[src/rtl/mrm_pkg.sv]
// ----------------------------------------------------------------------------
// mrm_pkg - shared types and constants of the Modbus RTU master engine
// Request, result and configuration codes, the result bundle passed from the
// transaction core to the result serialiser, and the CRC-16/Modbus matrix.
// ----------------------------------------------------------------------------
package mrm_pkg;

   // request kinds (req_tuser)
   localparam logic [1:0] KIND_REQUEST = 2'd0;
   localparam logic [1:0] KIND_BYTE    = 2'd1;
   localparam logic [1:0] KIND_TICK    = 2'd2;

   // result kinds (rsp_tuser)
   localparam logic [1:0] OUT_TX     = 2'd0;
   localparam logic [1:0] OUT_RX     = 2'd1;
   localparam logic [1:0] OUT_FINISH = 2'd2;

   // finish reasons
   localparam logic [1:0] REASON_FULL    = 2'd0;
   localparam logic [1:0] REASON_GAP     = 2'd1;
   localparam logic [1:0] REASON_TIMEOUT = 2'd2;

   // configuration register indexes
   localparam logic [1:0] CSR_FRAME_GAP   = 2'd0;
   localparam logic [1:0] CSR_TIMEOUT     = 2'd1;
   localparam logic [1:0] CSR_MAX_RSP_LEN = 2'd2;

   // configuration reset values
   localparam logic [7:0]  FRAME_GAP_RESET   = 8'd5;
   localparam logic [15:0] TIMEOUT_RESET     = 16'd1000;
   localparam logic [8:0]  MAX_RSP_LEN_RESET = 9'd256;

   // Modbus function codes
   localparam logic [7:0] FC_READ_HOLDING = 8'h03;
   localparam logic [7:0] FC_READ_INPUT   = 8'h04;

   localparam logic [8:0]  BUF_MAX     = 9'd256;
   localparam logic [16:0] ELAPSED_MAX = 17'h1FFFF;
   localparam logic [8:0]  SILENCE_MAX = 9'h1FF;

   localparam logic [15:0] CRC_INIT = 16'hFFFF;
   localparam logic [15:0] CRC_POLY = 16'hA001;

   typedef struct packed {
      logic [7:0]  frame_gap_ms;
      logic [15:0] response_timeout_ms;
      logic [8:0]  max_response_len;
   } mrm_cfg_type;

   typedef struct packed {
      logic            has_tx;
      logic            has_rx;
      logic            has_fin;
      logic [7:0][7:0] tx_frame;
      logic [7:0]      rx_byte;
      logic [7:0]      rx_index;
      logic [8:0]      fin_count;
      logic [1:0]      fin_reason;
   } mrm_bundle_type;

   typedef struct packed {
      logic           valid;
      mrm_bundle_type bundle;
   } mrm_push_type;

   typedef logic [47:0][15:0] crc_cols_type;

   // Bitwise CRC over six bytes, byte 0 in the low bits; elaboration use only.
   function automatic logic [15:0] crc_bits(logic [47:0] msg, logic [15:0] init);
      logic [15:0] c;
      c = init;
      for (int j = 0; j < 6; j++) begin
         c = c ^ {8'h00, msg[j*8 +: 8]};
         for (int b = 0; b < 8; b++) begin
            c = c[0] ? ((c >> 1) ^ CRC_POLY) : (c >> 1);
         end
      end
      return c;
   endfunction

   function automatic crc_cols_type crc_columns();
      crc_cols_type cols;
      for (int i = 0; i < 48; i++) begin
         cols[i] = crc_bits(48'(1) << i, 16'h0000);
      end
      return cols;
   endfunction

   localparam crc_cols_type CRC_COLS      = crc_columns();
   localparam logic [15:0]  CRC_INIT_TERM = crc_bits(48'h0, CRC_INIT);

   // CRC is linear: each message bit toggles a fixed column, one XOR tree per CRC bit
   function automatic logic [15:0] crc_frame(logic [47:0] msg);
      logic [15:0] c;
      c = CRC_INIT_TERM;
      for (int i = 0; i < 48; i++) begin
         c = c ^ (msg[i] ? CRC_COLS[i] : 16'h0000);
      end
      return c;
   endfunction

endpackage

[src/rtl/mrm_csr.sv]
// ----------------------------------------------------------------------------
// mrm_csr - configuration registers
// Holds frame gap, response timeout and maximum response length.
// ----------------------------------------------------------------------------
module mrm_csr import mrm_pkg::*; (
   input  logic        clock,
   input  logic        reset,
   input  logic        csr_valid,
   output logic        csr_ready,
   input  logic [1:0]  csr_index,
   input  logic [15:0] csr_data,
   output mrm_cfg_type cfg
);

   mrm_cfg_type cfg_ff;
   mrm_cfg_type cfg_in;

   assign csr_ready = 1'b1;
   assign cfg       = cfg_ff;

   always_comb begin
      cfg_in = cfg_ff;
      if (csr_valid) begin
         case (csr_index)
            CSR_FRAME_GAP:   cfg_in.frame_gap_ms        = csr_data[7:0];
            CSR_TIMEOUT:     cfg_in.response_timeout_ms = csr_data;
            CSR_MAX_RSP_LEN: cfg_in.max_response_len    = csr_data[8:0];
            default:         cfg_in = cfg_ff;
         endcase
      end
   end

   always_ff @(posedge clock) begin
      if (reset) begin
         cfg_ff.frame_gap_ms        <= FRAME_GAP_RESET;
         cfg_ff.response_timeout_ms <= TIMEOUT_RESET;
         cfg_ff.max_response_len    <= MAX_RSP_LEN_RESET;
      end else begin
         cfg_ff <= cfg_in;
      end
   end

endmodule

[src/rtl/mrm_core.sv]
// ----------------------------------------------------------------------------
// mrm_core - transaction core
// Registers each request, updates the receive state and timers, and builds
// the bundle of results that the request causes.
// ----------------------------------------------------------------------------
module mrm_core import mrm_pkg::*; (
   input  logic         clock,
   input  logic         reset,
   input  logic         req_tvalid,
   output logic         req_tready,
   input  logic [55:0]  req_tdata,
   input  logic [1:0]   req_tuser,
   input  mrm_cfg_type  cfg,
   input  logic         emit_free,
   output mrm_push_type push
);

   logic        in_valid_ff;
   logic [1:0]  in_kind_ff;
   logic [48:0] in_data_ff;

   logic        receiving_ff, receiving_in;
   logic [8:0]  rcvd_ff, rcvd_in;
   logic [16:0] elapsed_ff, elapsed_in;
   logic [8:0]  silence_ff, silence_in;

   logic [7:0]  slave_address;
   logic        read_input_regs;
   logic [15:0] first_register;
   logic [15:0] register_count;
   logic [7:0]  rx_byte;

   logic [8:0]     acc_len;
   logic [8:0]     rcvd_inc;
   logic [16:0]    elapsed_inc;
   logic [8:0]     silence_inc;
   logic [15:0]    crc;
   mrm_bundle_type bnd;
   logic           has_result;
   logic           consume;

   assign slave_address   = in_data_ff[7:0];
   assign read_input_regs = in_data_ff[8];
   assign first_register  = in_data_ff[24:9];
   assign register_count  = in_data_ff[40:25];
   assign rx_byte         = in_data_ff[48:41];

   assign acc_len = (cfg.max_response_len > BUF_MAX) ? BUF_MAX : cfg.max_response_len;

   assign rcvd_inc    = 9'(rcvd_ff + 9'd1);
   assign elapsed_inc = (elapsed_ff == ELAPSED_MAX) ? elapsed_ff : 17'(elapsed_ff + 17'd1);
   assign silence_inc = (silence_ff == SILENCE_MAX) ? silence_ff : 9'(silence_ff + 9'd1);

   always_comb begin
      bnd          = '0;
      receiving_in = receiving_ff;
      rcvd_in      = rcvd_ff;
      elapsed_in   = elapsed_ff;
      silence_in   = silence_ff;

      bnd.tx_frame[0] = slave_address;
      bnd.tx_frame[1] = read_input_regs ? FC_READ_INPUT : FC_READ_HOLDING;
      bnd.tx_frame[2] = first_register[15:8];
      bnd.tx_frame[3] = first_register[7:0];
      bnd.tx_frame[4] = register_count[15:8];
      bnd.tx_frame[5] = register_count[7:0];
      crc             = crc_frame({bnd.tx_frame[5], bnd.tx_frame[4], bnd.tx_frame[3],
                                   bnd.tx_frame[2], bnd.tx_frame[1], bnd.tx_frame[0]});
      bnd.tx_frame[6] = crc[7:0];
      bnd.tx_frame[7] = crc[15:8];

      case (in_kind_ff)
         KIND_REQUEST: begin
            if (!receiving_ff) begin
               bnd.has_tx   = 1'b1;
               receiving_in = 1'b1;
               rcvd_in      = '0;
               elapsed_in   = '0;
               silence_in   = '0;
               if (acc_len == 9'd0) begin
                  bnd.has_fin    = 1'b1;
                  bnd.fin_reason = REASON_FULL;
                  receiving_in   = 1'b0;
               end
            end
         end
         KIND_BYTE: begin
            if (receiving_ff) begin
               bnd.has_rx   = 1'b1;
               bnd.rx_byte  = rx_byte;
               bnd.rx_index = rcvd_ff[7:0];
               rcvd_in      = rcvd_inc;
               silence_in   = '0;
               if (rcvd_inc >= acc_len) begin
                  bnd.has_fin    = 1'b1;
                  bnd.fin_count  = rcvd_inc;
                  bnd.fin_reason = REASON_FULL;
                  receiving_in   = 1'b0;
               end
            end
         end
         KIND_TICK: begin
            if (receiving_ff) begin
               elapsed_in    = elapsed_inc;
               silence_in    = silence_inc;
               bnd.fin_count = rcvd_ff;
               if (rcvd_ff >= acc_len) begin
                  bnd.has_fin    = 1'b1;
                  bnd.fin_reason = REASON_FULL;
               end else if (elapsed_inc > {1'b0, cfg.response_timeout_ms}) begin
                  bnd.has_fin    = 1'b1;
                  bnd.fin_reason = REASON_TIMEOUT;
               end else if ((rcvd_ff != 9'd0) && (silence_inc > {1'b0, cfg.frame_gap_ms})) begin
                  bnd.has_fin    = 1'b1;
                  bnd.fin_reason = REASON_GAP;
               end
               if (bnd.has_fin) begin
                  receiving_in = 1'b0;
               end
            end
         end
         default: begin
            bnd.has_fin = 1'b0;
         end
      endcase
   end

   assign has_result  = bnd.has_tx | bnd.has_rx | bnd.has_fin;
   // drop result-free requests at once, hold others until the serialiser frees
   assign consume     = in_valid_ff & (~has_result | emit_free);
   assign req_tready  = ~in_valid_ff | consume;
   assign push.valid  = in_valid_ff & has_result & emit_free;
   assign push.bundle = bnd;

   always_ff @(posedge clock) begin
      if (reset) begin
         in_valid_ff  <= 1'b0;
         receiving_ff <= 1'b0;
         rcvd_ff      <= '0;
         elapsed_ff   <= '0;
         silence_ff   <= '0;
      end else begin
         if (req_tready) begin
            in_valid_ff <= req_tvalid;
         end
         if (consume) begin
            receiving_ff <= receiving_in;
            rcvd_ff      <= rcvd_in;
            elapsed_ff   <= elapsed_in;
            silence_ff   <= silence_in;
         end
      end
   end

   always_ff @(posedge clock) begin
      if (req_tready && req_tvalid) begin
         in_kind_ff <= req_tuser;
         in_data_ff <= req_tdata[48:0];
      end
   end

`ifndef SYNTHESIS
   a_fall_has_finish: assert property (@(posedge clock) disable iff (reset)
      $fell(receiving_ff) |-> $past(push.valid && push.bundle.has_fin))
      else $error("reception ended without a finish result");

   a_count_bounded: assert property (@(posedge clock) disable iff (reset)
      rcvd_ff <= BUF_MAX)
      else $error("received byte count beyond buffer size");

   a_push_when_free: assert property (@(posedge clock) disable iff (reset)
      push.valid |-> emit_free && consume)
      else $error("bundle pushed while serialiser busy");
`endif

endmodule

[src/rtl/mrm_emit.sv]
// ----------------------------------------------------------------------------
// mrm_emit - result serialiser
// Holds one result bundle and sends its results one a cycle while rsp_tready is high, last marked.
// ----------------------------------------------------------------------------
module mrm_emit import mrm_pkg::*; (
   input  logic         clock,
   input  logic         reset,
   input  mrm_push_type push,
   output logic         emit_free,
   output logic         rsp_tvalid,
   input  logic         rsp_tready,
   output logic [31:0]  rsp_tdata,
   output logic [1:0]   rsp_tuser,
   output logic         rsp_tlast
);

   logic           bnd_valid_ff;
   mrm_bundle_type bnd_ff;
   logic [3:0]     pos_ff;

   logic [3:0] n_results;
   logic       take;
   logic [1:0] out_kind;
   logic [7:0] out_byte;
   logic [7:0] out_index;
   logic [8:0] out_count;
   logic [1:0] out_reason;

   assign n_results = (bnd_ff.has_tx ? 4'd8 : {3'b000, bnd_ff.has_rx})
                      + {3'b000, bnd_ff.has_fin};

   always_comb begin
      out_kind   = OUT_FINISH;
      out_byte   = '0;
      out_index  = '0;
      out_count  = bnd_ff.fin_count;
      out_reason = bnd_ff.fin_reason;
      if (bnd_ff.has_tx && !pos_ff[3]) begin
         out_kind   = OUT_TX;
         out_byte   = bnd_ff.tx_frame[pos_ff[2:0]];
         out_index  = {5'b00000, pos_ff[2:0]};
         out_count  = '0;
         out_reason = '0;
      end else if (bnd_ff.has_rx && pos_ff == 4'd0) begin
         out_kind   = OUT_RX;
         out_byte   = bnd_ff.rx_byte;
         out_index  = bnd_ff.rx_index;
         out_count  = '0;
         out_reason = '0;
      end
   end

   assign rsp_tvalid = bnd_valid_ff;
   assign rsp_tlast  = (pos_ff == 4'(n_results - 4'd1));
   assign rsp_tuser  = out_kind;
   assign rsp_tdata  = {5'b00000, out_reason, out_count, out_index, out_byte};

   assign take      = bnd_valid_ff & rsp_tready;
   assign emit_free = ~bnd_valid_ff | (take & rsp_tlast);

   always_ff @(posedge clock) begin
      if (reset) begin
         bnd_valid_ff <= 1'b0;
         pos_ff       <= '0;
      end else begin
         if (push.valid) begin
            bnd_valid_ff <= 1'b1;
            pos_ff       <= '0;
         end else if (take) begin
            if (rsp_tlast) begin
               bnd_valid_ff <= 1'b0;
               pos_ff       <= '0;
            end else begin
               pos_ff <= 4'(pos_ff + 4'd1);
            end
         end
      end
   end

   always_ff @(posedge clock) begin
      if (push.valid) begin
         bnd_ff <= push.bundle;
      end
   end

`ifndef SYNTHESIS
   a_pos_in_range: assert property (@(posedge clock) disable iff (reset)
      bnd_valid_ff |-> pos_ff < n_results)
      else $error("result position beyond bundle size");

   a_tx_rx_exclusive: assert property (@(posedge clock) disable iff (reset)
      bnd_valid_ff |-> !(bnd_ff.has_tx && bnd_ff.has_rx))
      else $error("bundle holds both transmit and receive results");

   a_advance_on_take: assert property (@(posedge clock) disable iff (reset)
      ($past(bnd_valid_ff && !rsp_tready) && !$past(push.valid)) |-> $stable(pos_ff))
      else $error("result position moved while stalled");
`endif

endmodule

[src/rtl/modbus_rtu_master_transaction.sv]
// ----------------------------------------------------------------------------
// modbus_rtu_master_transaction - Modbus RTU master read transaction engine
// Builds FC03/FC04 request frames with CRC-16/Modbus, passes response bytes
// through with their index and ends reception on full, gap or timeout.
// ----------------------------------------------------------------------------
//
// Channel  Dir  Payload                                          Handshake
// req_     in   tuser kind; tdata slave/fc sel/start/count/byte  tvalid/tready
// rsp_     out  tuser kind; tdata byte/index/count/reason; tlast tvalid/tready
// csr_     in   index 0..2, 16-bit write data                    valid/ready
//
// Cycles: a request passes an input register and a single combinational
// step into a result bundle, which the serialiser registers once it is free;
// the first result is offered from that register. The serialiser sends one
// result a cycle while rsp_tready is high, so a start request yields 8 or 9
// results, a byte one or two and a tick at most one; requests that cause no
// result are dropped without waiting for the serialiser.
// Reset: synchronous, active high; clears the receive state, timers, the
// pipeline valids and restores the configuration defaults (5, 1000, 256).
// Stalls: rsp_tready low holds the current result; the input register keeps
// taking requests until it holds one whose bundle cannot yet be loaded.
//
module modbus_rtu_master_transaction import mrm_pkg::*; (
   input  logic        clock,
   input  logic        reset,
   // request channel
   input  logic        req_tvalid,
   output logic        req_tready,
   // [7:0] slave_address, [8] read_input_regs, [24:9] first_register,
   // [40:25] register_count, [48:41] rx_byte, [55:49] zero
   input  logic [55:0] req_tdata,
   // [1:0] kind
   input  logic [1:0]  req_tuser,
   // result channel
   output logic        rsp_tvalid,
   input  logic        rsp_tready,
   // [7:0] out_byte, [15:8] out_index, [24:16] byte_count,
   // [26:25] finish_reason, [31:27] zero
   output logic [31:0] rsp_tdata,
   // [1:0] out_kind
   output logic [1:0]  rsp_tuser,
   output logic        rsp_tlast,
   // configuration write channel
   input  logic        csr_valid,
   output logic        csr_ready,
   input  logic [1:0]  csr_index,
   input  logic [15:0] csr_data
);

   mrm_cfg_type  cfg;
   mrm_push_type push;
   logic         emit_free;

   // configuration registers
   mrm_csr u_csr (
      .clock     (clock),
      .reset     (reset),
      .csr_valid (csr_valid),
      .csr_ready (csr_ready),
      .csr_index (csr_index),
      .csr_data  (csr_data),
      .cfg       (cfg)
   );

   // input register, receive state and result bundle build
   mrm_core u_core (
      .clock      (clock),
      .reset      (reset),
      .req_tvalid (req_tvalid),
      .req_tready (req_tready),
      .req_tdata  (req_tdata),
      .req_tuser  (req_tuser),
      .cfg        (cfg),
      .emit_free  (emit_free),
      .push       (push)
   );

   // hold the bundle and send its results in order
   mrm_emit u_emit (
      .clock      (clock),
      .reset      (reset),
      .push       (push),
      .emit_free  (emit_free),
      .rsp_tvalid (rsp_tvalid),
      .rsp_tready (rsp_tready),
      .rsp_tdata  (rsp_tdata),
      .rsp_tuser  (rsp_tuser),
      .rsp_tlast  (rsp_tlast)
   );

endmodule
[config.mk]
export PLATFORM = sky130hd
export DESIGN_NAME = modbus_rtu_master_transaction
export DESIGN_NICKNAME = d
export VERILOG_FILES = /design/src/rtl/mrm_pkg.sv /design/src/rtl/mrm_csr.sv /design/src/rtl/mrm_core.sv /design/src/rtl/mrm_emit.sv /design/src/rtl/modbus_rtu_master_transaction.sv
export SDC_FILE = /design/constraint.sdc
export NUM_CORES = 1
export LEC_CHECK = 0
export BUFFER_PORTS_ARGS = -buffer_cell sky130_fd_sc_hd__buf_2
export CORE_MARGIN = 8
export CORE_UTILIZATION = 45
export DETAILED_ROUTE_END_ITERATION = 6
export SLEW_MARGIN = 20
export SYNTH_ARGS = -nofsm -noshare
export SYNTH_HDL_FRONTEND = slang
export SYNTH_SLANG_ARGS = --single-unit
[constraint.sdc]
create_clock -name clock -period 8.6 [get_ports clock]
set_input_delay 1.29 -clock clock [delete_from_list [all_inputs] [get_ports clock]]
set_output_delay 1.29 -clock clock [all_outputs]
set_load 0.01 [all_outputs]
* Yosys cells after proc, flatten, opt, wreduce, memory -nomap -nowiden
Cells that the tools add are included.
** Word-level totals
- Bits in registers :: 220
- Input bits :: 81
** Operators by class
- Add/sub/neg operators :: 6
- Magnitude comparators :: 6
- Equality and inequality tests :: 10
- Multiplexer cells :: 107
- Bitwise gates (word level) :: 61
- Reduce and logical (&&, ||, !) cells :: 25
** Operator list (number)
- $xor A16 B16 Y16 :: 47
- $mux W16 :: 43
- $mux W9 :: 8
- $mux W15 :: 4
- $mux W17 :: 3
- $mux W8 :: 5
- $pmux W9 S2 :: 2
- $pmux W17 S2 :: 1
- $mux W11 :: 3
- $pmux W9 S3 :: 1
- $bmux W8 S3 :: 1
- $mux W1 :: 22
- $add A9 B1 Y9 const B :: 2
- $ge A9 B9 Y1 :: 2
- $add A17 B1 Y17 const B :: 1
- $eq A17 B17 Y1 const B :: 1
- $gt A17 B16 Y1 :: 1
- $mux W14 :: 1
- $mux W2 :: 7
- $reduce_and A2 Y1 :: 6
- $eq A9 B9 Y1 const B :: 1
- $gt A9 B8 Y1 :: 1
- $gt A9 B9 Y1 const B :: 1
- $logic_not A9 Y1 :: 1
- 27 further kinds :: 50

* Logic depth before layout (Yosys ltp)
- Word-level depth :: 49
- Mapped depth :: 19

* By module
From an unflattened synthesis, not the netlist that was laid out.
** Unflattened totals
- Cells, all modules :: 1070
- Area total of the unflattened synthesis :: 11885.1 µm²
** Modules (own cells, without submodules)
- mrm_core :: times used 1, cells an instance 696, area an instance 6498.7 µm²
- mrm_emit :: times used 1, cells an instance 236, area an instance 3986.3 µm²
- mrm_csr :: times used 1, cells an instance 138, area an instance 1400.1 µm²

* Worst setup path before layout
No wires, ideal clock.
- Kind :: register -> register
- Start point :: reg u_core.elapsed_ff[0]
- End point :: reg u_emit.bnd_ff[0] (netlist bit) (enable)
- Data arrival time :: 7195 ps
- Data required time :: 8065 ps
- Slack :: 870 ps
- Cell stages (with the launch flop) :: 18
- Period minus slack after synthesis :: 7730 ps
- Cells stage by stage :: dfxtp_1 -> ha_1 -> nand4_1 -> nor4_4 -> nand2_1 -> nand4_1 -> nor2_1 -> nand2_1 -> xor2_1 -> inv_1 -> ha_1 -> nand4_1 -> or3_1 -> a31o_2 -> a31oi_2 -> o41ai_4 -> o21a_1 -> nor2_1
** RTL lines
- start, declared :: RTL line mrm_core.sv:24 : logic [16:0] elapsed_ff, elapsed_in;
- start signal, assigned :: RTL line mrm_core.sv:149 : elapsed_ff <= elapsed_in;
- end signal, assigned :: RTL line mrm_emit.sv:82 : bnd_ff <= push.bundle;
- end, declared :: RTL line mrm_emit.sv:18 : mrm_bundle_type bnd_ff;

* Worst setup path in the final report
- Start point :: reg u_core.elapsed_ff[0]
- End point :: out req_tready
** On the way
- Word-level cells in the longest chain between the ends :: 14
** Ends and longest elaborated chain
- $add A17 B1 Y17 / $eq A17 B17 Y1 (equally long branches) :: RTL line mrm_core.sv:51 : assign elapsed_inc = (elapsed_ff == ELAPSED_MAX) ? elapsed_ff : 17'(elapsed_ff + 17'd1);
- $mux W17 * :: RTL line mrm_core.sv:51
- $gt A17 B16 Y1 * :: RTL line mrm_core.sv:110 : end else if (elapsed_inc > {1'b0, cfg.response_timeout_ms}) begin
- $mux W1 * :: RTL line mrm_core.sv:110
- $mux W1 * :: RTL line mrm_core.sv:107 : if (rcvd_ff >= acc_len) begin
- $mux W1 * :: RTL line mrm_core.sv:103 : if (receiving_ff) begin
- $mux W1 * :: RTL line mrm_core.sv:72 : case (in_kind_ff)
- $mux W1 * :: RTL line mrm_core.sv:103
- $pmux W1 S3 * :: RTL line mrm_core.sv:72
- $or A1 B1 Y1 * :: RTL line mrm_core.sv:128 : assign has_result = bnd.has_tx | bnd.has_rx | bnd.has_fin;
- $not A1 Y1 * :: RTL line mrm_core.sv:130 : assign consume = in_valid_ff & (~has_result | emit_free);
- $or A1 B1 Y1 * :: RTL line mrm_core.sv:130
- $and A1 B1 Y1 * :: RTL line mrm_core.sv:130
- $or A1 B1 Y1 * :: RTL line mrm_core.sv:131 : assign req_tready = ~in_valid_ff | consume;
- end, declared :: RTL line modbus_rtu_master_transaction.sv:28 : output logic req_tready,
Mark *: on every way between the ends. The rest lies on a longest branch, timed or not. The select of a mux whose other input is x is not followed.

==> flow_summary.json <==
{
  "cts_hold_buf": 0,
  "clock_latency_ns": 0.51,
  "synth_simple_gate_area_share_pct": 14.5,
  "grt_pass1_wl_um": 42200,
  "clk_path_buf_depth": 3,
  "cp_cell_sequence": "ha_1 -> nand4_1 -> nor4_4 -> nand2_1 -> nand4_1 -> nor2_1 -> nand3_1 -> xor2_1 -> inv_1 -> ha_1 -> nand4_1 -> or3_1 -> a31o_2 -> a31oi_2 -> o41ai_4 -> o21ai_0 -> nand3_1 -> buf_2",
  "ir_drop_mv": 0.140,
  "rr_worst_depth": 18,
  "powerDensity_nw_per_um2": 193,
  "skew_ns": 0.0101,
  "n_antenna_cell": 0,
  "ys_seq_area_share_pct": 51.3,
  "wl_met2_um": 10900,
  "overflow": 0,
  "cts_setup_buffers": 0,
  "ys_seq_elements": 214,
  "final_nets": 1255,
  "met1_length_um": 13200,
  "p_leak_nw": 4.89,
  "slew_headroom_pct": 30.9,
  "grt_antenna_before_repair": 0,
  "min_from": "u_csr.cfg[19]",
  "clkPwrFrac_pct": 40.6,
  "numCtsBuffers": 24,
  "grt_start_max_net_pins": 52,
  "slowest_stage": "nor4_4",
  "switching_share_pct": 23.9,
  "rrSetupSlack_ns": 2.93,
  "status": "completed",
  "endpoint_kind": "primary output",
  "critPathLaunchType": "register",
  "crit_required_ns": 7.31,
  "clock_tree.root_cell": "clkbuf_16",
  "design_area_sq_um": 12700,
  "place_congestion": 0.855,
  "cts_htree_levels": 1,
  "synthMuxAreaShare_pct": 4.36,
  "setup_viol": 0,
  "finalCritPeriodShare_pct": 76.6,
  "rr_endpoint": "u_emit.bnd_ff[28]",
  "nFillCells": 2220,
  "layout_common_cells": "139 x edfxtp_1, 110 x nand2_1, 105 x buf_2",
  "cp.arrival_ns": 5.30,
  "slew_viol_final": 0,
  "cap_violations": 0,
  "finalCriticalPeriod_ns": 6.59,
  "r2r_start": "u_core.elapsed_ff[0]",
  "yosysWarnings": 0,
  "layout-drive-gt1-share_pct": 16.0,
  "seqPwrFrac_pct": 48.1,
  "ys_types": 71,
  "worst_slew_pin_slew_ns": 1.03,
  "crit_top_cell": "nand4_1",
  "postCtsResizedCells": 0,
  "area_delta_synth_final_pct": 14.5,
  "ant_nets": 0,
  "die_x_um": 173,
  "netlist_area_sq_um": 11100,
  "highest_layer": "met4",
  "avgSynthCellArea_sq_um": 10.8,
  "start_util_pct": 45.6,
  "fp.dieH_um": 173,
  "coreArea_sq_um": 24200,
  "layout_commonest_cell": "edfxtp_1",
  "synth_compound_gate_area_share_pct": 10.3,
  "rows": 57,
  "dieArea_sq_um": 29800,
  "drt_drc_violations_left": 0,
  "placed_area_sq_um": 11900,
  "ys.flop_type": "edfxtp_1",
  "power.switching_uw": 585,
  "hpwl_um": 19300,
  "cts_tree": "done",
  "total_power_mw": 2.45,
  "drt_wl_total_um": 26200,
  "fmax_ghz": 0.152,
  "critPathMaxStageDelay_ns": 0.50,
  "yosys.area_share.xor_xnor_pct": 9.98,
  "wl_met3_um": 1560,
  "combPwrFrac_pct": 11.4,
  "crit_type": "reg -> out",
  "async_reset_ff_share_pct": 0,
  "p_int_mw": 1.86,
  "synthAdderAreaFrac_pct": 6.00,
  "synth_top_family_by_area": "simple AND/OR/NAND/NOR gates",
  "path_max_fanout": 7,
  "grt_pass1_vias": 7495,
  "vias_per_cell": 5.33,
  "hp-class": "reg -> reg",
  "drt_iter0_markers": 600,
  "whs_ns": 0.454,
  "cts_sinks": 214,
  "clkTransAtPathRegs_ns": 0.06,
  "syn_inst": 1023,
  "avgRoutedWirePerCell_um": 17.9,
  "ios": 119,
  "report.final.hold_viol_count": 0,
  "min_to": "u_csr.cfg[19]",
  "vias": 7795,
  "dr.pass1.iters": 5,
  "rsz0062_at_grt": "false",
  "holdPathStages": 2,
  "fin_tns_setup_ns": 0,
  "synth_edf_count": 139,
  "portBuffers": 105,
  "track_usage_pct": 17.2
}
worst max path at each step:
stage / start / cells after the start / end / slack (ns)
floorplan: u_core.elapsed_ff[0] / 17 / u_emit.bnd_ff[0] / 0.87
global placement: u_core.elapsed_ff[0] / 18 / req_tready / 2.66
detailed placement: u_core.elapsed_ff[0] / 18 / req_tready / 2.60
CTS: u_core.elapsed_ff[0] / 18 / req_tready / 2.00
global route: u_core.elapsed_ff[0] / 18 / req_tready / 1.64
finish: u_core.elapsed_ff[0] / 18 / req_tready / 2.01
flip-flops by register name (all words and copies together) (netlist names):
signal,cells
u_core.in_valid_ff,1
u_emit.pos_ff,4
u_core.receiving_ff,1
u_emit.rsp_tvalid,1
u_csr.cfg,33
u_core.rcvd_ff,9
u_emit.bnd_ff,88
u_core.in_data_ff,49
u_core.in_kind_ff,2
u_core.elapsed_ff,17
u_core.silence_ff,9
layout make-up:
class | count | area (sq um) | share of cell area (%)
flip-flops and latches | 214 | 5680 | 44.8
multi-input cells | 720 | 5050 | 39.9
clock buffers | 30 | 644 | 5.09
repair buffers | 114 | 593 | 4.68
well taps | 324 | 405 | 3.20
inverters | 47 | 176 | 1.39
clock inverters | 14 | 120 | 0.949
Yosys cell counts (9+ instances only):
cell type / instances / area (sq um)
clkbuf_1: 33 / 124
mux4_2: 9 / 203
edfxtp_1: 139 / 4170
xor2_1: 29 / 254
dfxtp_1: 75 / 1500
nor2b_1: 20 / 125
ha_1: 53 / 663
nand2_1: 110 / 413
o211ai_1: 13 / 97.6
nor2_1: 67 / 251
and3_1: 25 / 156
xnor2_1: 97 / 850
inv_1: 45 / 169
mux2i_1: 20 / 200
a21oi_1: 46 / 230
a31oi_1: 9 / 56.3
nand4_1: 13 / 81.3
o21ai_0: 40 / 200
and2_1: 13 / 81.3
nand3_1: 37 / 185
critical path, delay by kind of cell (launching register included):
| kind | cells | cell delay, ns |
|---|---|---|
| adders and majority gates | 2 | 0.58 |
| AOI/OAI and AO/OA | 4 | 1.17 |
| xor gates and xnor gates | 1 | 0.25 |
| and+or+nand+nor | 9 | 2.10 |
| DFF | 1 | 0.41 |
| buffers and inverters | 2 | 0.27 |
cells by family after synthesis:
group,count (synthesis)
flip-flops,214
buffers and inverters,93
AO/OA/AOI/OAI,171
AND/OR/NAND/NOR,328
other,2
adder cells (fa/ha/maj),53
XOR/XNOR,126
multiplexers,36
stage by stage:
step	utilization, %	std cells	setup slack, ns
after floorplan	-	1027	0.870
after global placement	49.1	1419	2.66
after detailed placement	49.1	1419	2.60
after CTS	52.2	1463	2.00
after global routing	52.2	1463	1.64
final	52.2	1463	2.01
metal layers:
layer | GRT usage, % | up-vias
met1 | 26.5 | 3713
met4 | 4.02 | 0
met5 | 0 | -
li1 | - | 3837
met3 | 2.90 | 32
met2 | 24.6 | 213
power groups by stage:
stage | logic [mW] | clock network [mW] | registers (mW)
after floorplan | 0.208 | 0 | 1.19
after global placement | 0.275 | 0 | 1.20
after detailed placement | 0.277 | 0 | 1.20
after CTS | 0.279 | 1.01 | 1.18
after global routing | 0.306 | 1.05 | 1.18
final | 0.279 | 0.992 | 1.18
Note: power is estimated with default switching activity, not from simulation.
